$ cat src/rtl/tks_pkg.sv
`default_nettype none
package tks_pkg;
   localparam int KEEP_DEPTH = 64;
   localparam int ADDR_W = $clog2(KEEP_DEPTH);
   localparam int CNT_W = $clog2(KEEP_DEPTH + 1);
   localparam int VALUE_W = 32;
   localparam int PICK_W = 7;
   localparam int COST_W = 31;
   localparam int DAY_W = 32;
   localparam int SUM_W = 40;
   localparam int BEST_W = 63;
   localparam int CSR_IDX_W = 1;
   localparam int CSR_DATA_W = 31;

   localparam logic [CSR_IDX_W-1:0] CSR_MAX_PICK = 1'd0;
   localparam logic [CSR_IDX_W-1:0] CSR_DAY_COST = 1'd1;

   typedef struct packed {
      logic ld_item;
      logic calc_cost;
      logic decide;
      logic offer_sub;
      logic offer_cmp;
      logic scan_rd;
      logic scan_cmp;
      logic repl;
      logic out_load;
   } cmd_type;

   typedef struct packed {
      logic scored;
      logic need_scan;
      logic scan_last;
      logic rsp_free;
   } status_type;
endpackage
`default_nettype wire

$ cat src/rtl/tks_ctrl.sv
`default_nettype none
module tks_ctrl (
   input wire logic clock,
   input wire logic reset,
   input wire logic req_valid,
   output logic req_ready,
   input wire tks_pkg::status_type status,
   output tks_pkg::cmd_type cmd
);
   localparam logic [3:0] S_IDLE = 4'd0;
   localparam logic [3:0] S_COST = 4'd1;
   localparam logic [3:0] S_DECIDE = 4'd2;
   localparam logic [3:0] S_SUB = 4'd3;
   localparam logic [3:0] S_CMP = 4'd4;
   localparam logic [3:0] S_SCAN_RD = 4'd5;
   localparam logic [3:0] S_SCAN_CMP = 4'd6;
   localparam logic [3:0] S_REPL = 4'd7;
   localparam logic [3:0] S_DONE = 4'd8;

   logic [3:0] state_ff, state_in;

   always_ff @(posedge clock) begin
      if (reset) begin
         state_ff <= S_IDLE;
      end else begin
         state_ff <= state_in;
      end
   end

   assign req_ready = (state_ff == S_IDLE);

   always_comb begin
      state_in = state_ff;
      cmd = '0;
      case (state_ff)
         S_IDLE: begin
            if (req_valid) begin
               cmd.ld_item = 1'b1;
               state_in = S_COST;
            end
         end
         S_COST: begin
            cmd.calc_cost = 1'b1;
            state_in = S_DECIDE;
         end
         S_DECIDE: begin
            cmd.decide = 1'b1;
            state_in = S_SUB;
         end
         S_SUB: begin
            if (status.scored) begin
               cmd.offer_sub = 1'b1;
               state_in = S_CMP;
            end else begin
               state_in = S_DONE;
            end
         end
         S_CMP: begin
            cmd.offer_cmp = 1'b1;
            state_in = status.need_scan ? S_SCAN_RD : S_DONE;
         end
         S_SCAN_RD: begin
            cmd.scan_rd = 1'b1;
            state_in = S_SCAN_CMP;
         end
         S_SCAN_CMP: begin
            cmd.scan_cmp = 1'b1;
            state_in = status.scan_last ? S_REPL : S_SCAN_RD;
         end
         S_REPL: begin
            cmd.repl = 1'b1;
            state_in = S_DONE;
         end
         S_DONE: begin
            if (status.rsp_free) begin
               cmd.out_load = 1'b1;
               state_in = S_IDLE;
            end
         end
         default: begin
            state_in = S_IDLE;
         end
      endcase
   end

   a_scan_needs_full: assert property (@(posedge clock) disable iff (reset)
      (state_ff == S_SCAN_RD) |-> status.need_scan)
      else $error("scan without full store");
   a_scan_pair: assert property (@(posedge clock) disable iff (reset)
      (state_ff == S_SCAN_RD) |=> (state_ff == S_SCAN_CMP))
      else $error("scan read not followed by compare");
   a_ready_idle: assert property (@(posedge clock) disable iff (reset)
      cmd.ld_item |=> !req_ready)
      else $error("ready during item work");
endmodule
`default_nettype wire

$ cat config.mk
export PLATFORM = sky130hd
export DESIGN_NAME = tks_ctrl
export DESIGN_NICKNAME = d
export VERILOG_FILES = /design/src/rtl/tks_pkg.sv /design/src/rtl/tks_ctrl.sv
export SDC_FILE = /design/constraint.sdc
export NUM_CORES = 1
export LEC_CHECK = 0
export BUFFER_PORTS_ARGS = -buffer_cell sky130_fd_sc_hd__buf_2
export CAP_MARGIN = 20
export CORE_AREA = 4 4 41 43
export CTS_BUF_LIST = sky130_fd_sc_hd__clkbuf_2
export DETAILED_ROUTE_END_ITERATION = 7
export DIE_AREA = 0 0 45 47
export GPL_TIMING_DRIVEN = 0
export PLACE_DENSITY = 0.6
export RECOVER_POWER = 50
export SLEW_MARGIN = 20
export SYNTH_ARGS = -nofsm -noshare
export SYNTH_HDL_FRONTEND = slang
export SYNTH_SLANG_ARGS = --single-unit
export TNS_END_PERCENT = 100
$ cat constraint.sdc
create_clock -name clock -period 1.3 [get_ports clock]
set_clock_uncertainty 0.1 [all_clocks]
set_input_delay 0.26 -clock clock [delete_from_list [all_inputs] [get_ports clock]]
set_output_delay 0.26 -clock clock [all_outputs]
set_load 0.05 [all_outputs]
==> out/qor.txt <==
status -> finished with violations
violated checks -> setup timing
total routed wirelength -> 958 µm
Largest Register -> state_ff
number of diodes -> 0
Site Rows -> 13
final period utilization -> 124%
top flop regs -> state_ff: 4 flops
# Max-Cap Violations -> 0
Port Buffers -> 16
Peak supply drop -> 0.349 mV
Core Area -> 1300 µm²
initial antenna violation count -> 0
Syn-to-layout area delta -> 97.4%
total vias in the final route -> 392
Placement Setup Slack -> -0.271 ns
largest net degree at the start of global routing -> 11
Synth warnings -> 0
Die Span X -> 45 µm
Syn Nets -> 47
Starting Density -> 26.1%
first-iteration detailed-routing DRC count -> 10
placed wire-length estimate -> 706 µm
PD cells -> 722 nW/µm²
clk buf depth -> 2
Finished Cell Area -> 669 µm²
Hold Vio Cnt, Final -> 0
Setup WS post-layout -> -0.308 ns
Top-Level Pins -> 17
drt wl/cell -> 12.1 µm
cts bufs inserted -> 3
total gr overflow -> 0
Clock Sinks -> 4
full die area -> 2120 µm²
Worst EP arrival -> 1.25 ns
clk_lat worst skew -> 0.20 ns
via/cell ratio -> 4.96
Slew Viols, Final -> 0
residual DRC count -> 0
Total GRT Usage -> 9.89%
syn_area_per_cell -> 8.48 µm²
Crit Path Class -> register to output port
DIE HEIGHT -> 47 µm
worst endpoint required time -> 0.94 ns
Synth Instances -> 40
worst min path class -> input port to register
CTS tree -> built
leakage power -> 0.245 nW
hold slack -> 0.200 ns
vias in the first global route -> 371
post-synth cell types -> 25
Post-DP Area -> 514 µm²
Mapped Area -> 339 µm²
CTS H-tree lvls -> 1
clock root buffer -> clkbuf_2
Slew HR -> 83.5%
CP Max Fanout -> 4
unrepaired setup endpoints after global routing -> true
nets@finish -> 73
startpoint class of the critical path -> register
fin crit period -> 1.61 ns
Worst-path clk slew -> 0.04 ns
DR pass1 iterations -> 4
final setup violation count -> 10
first-pass GRT wire length -> 1.55 mm
layout cell share with drive strength beyond 1 -> 76.6%
Max Fclk -> 622 MHz
Least-Margin Pin Slew -> 0.249 ns
gpl congestion -> 0.726
post-synthesis sequential area ratio -> 23.6%
Setup crit end kind -> output port
max reg flops -> 4
Synth Register Bits -> 4
Final ANT Viol Nets -> 0
path summary, 6_finish.rpt:
kind	to	startpoint	depth (start not counted)	slack, ns
min reg2reg	state_ff[0]	state_ff[1]	2	0.45
max reg2reg	state_ff[2]	state_ff[2]	4	0.09
min	state_ff[1]	reset	2	0.20
max	cmd[8]	state_ff[0]	4	-0.31
cell families (layout without fill, tap and decap cells):
group | after synthesis | after routing | share of synthesized area (%)
and+or+nand+nor | 24 | 24 | 41.7
AOI/OAI and AO/OA | 7 | 7 | 22.5
DFF | 4 | 4 | 23.6
buffers and inverters | 3 | 27 | 5.90
muxes | 2 | 2 | 6.27
layout make-up:
type	instances	area, µm²
fillers	126	632
plain buffers	2	26.3
well taps	15	18.8
inverters	1	3.75
clock buffers	3	15.0
repair buffers	21	185
multi-input cells	33	332
flip-flops and latches	4	88.8
worst max-delay path: stages, from the launching register on:
cell and delay [ns]:
dfxtp_4 0.35, or2_4 0.28, nor3_4 0.12, and2_4 0.16, buf_8 0.13
stage by stage:
| stage | instances | setup TNS [ns] | util (%) | power, mW |
|---|---|---|---|---|
| floorplan | 40 | -1.77 | - | 0.286 |
| global placement | 71 | -1.24 | 39.5 | 0.324 |
| detailed placement | 71 | -1.30 | 39.5 | 0.326 |
| CTS | 78 | -2.05 | 49.7 | 0.476 |
| global route | 79 | -2.70 | 51.4 | 0.514 |
| finish | 79 | -2.13 | 51.4 | 0.483 |
what timing repair did:
item / 4_1_cts / 5_1_grt
pin swaps: 5 / 0
setup endpoints to repair: 10 / 10
setup buffers: 4 / 1
gates resized for setup: 29 / 5
hold buffers: 0 / 0
where the power goes:
group	internal [mW]	switching, mW
registers	0.131	0.0124
clock network	0.0620	0.0452
logic	0.101	0.132
placed cells by master (no fill, tap or decap), drive strengths merged, types with 2 or more instances in the layout:
master and count:
o21ai 2, nor2 6, nor3 5, or2 2
buf 23, nand2 2, dfxtp 4, clkbuf 3
nand2b 4
synthesized netlist by cell type:
| library cell | count | area, µm² |
|---|---|---|
| a2111oi_2 | 1 | 15.0 |
| a22o_1 | 1 | 8.76 |
| a311oi_2 | 1 | 15.0 |
| and2_1 | 1 | 6.26 |
| buf_2 | 1 | 5.00 |
| buf_6 | 1 | 11.3 |
| dfxtp_1 | 4 | 80.1 |
| inv_1 | 1 | 3.75 |
| mux2_1 | 1 | 11.3 |
| mux2i_1 | 1 | 10.0 |
| nand2_1 | 2 | 7.51 |
| nand2b_1 | 4 | 25.0 |
| nand3_1 | 1 | 5.00 |
| nand4b_1 | 1 | 8.76 |
| nor2_1 | 6 | 22.5 |
| nor2b_1 | 1 | 6.26 |
| nor3_1 | 4 | 20.0 |
| nor3_2 | 1 | 10.0 |
| nor4b_2 | 1 | 15.0 |
| o21a_1 | 1 | 7.51 |
| o21ai_1 | 1 | 5.00 |
| o21ai_2 | 1 | 8.76 |
| o32ai_2 | 1 | 16.3 |
| or2_0 | 1 | 6.26 |
| or2_4 | 1 | 8.76 |
layer usage:
layer  global-route usage, %  vias to the layer above  routed length (µm)
met1                    11.6                      182                 387
met5                       0                        -                   0
met3                   0.383                        2                  51
met4                    5.26                        0                  14
met2                    18.1                       14                 503
li1                        -                      194                   -
Power figures use the tool's default switching activity.
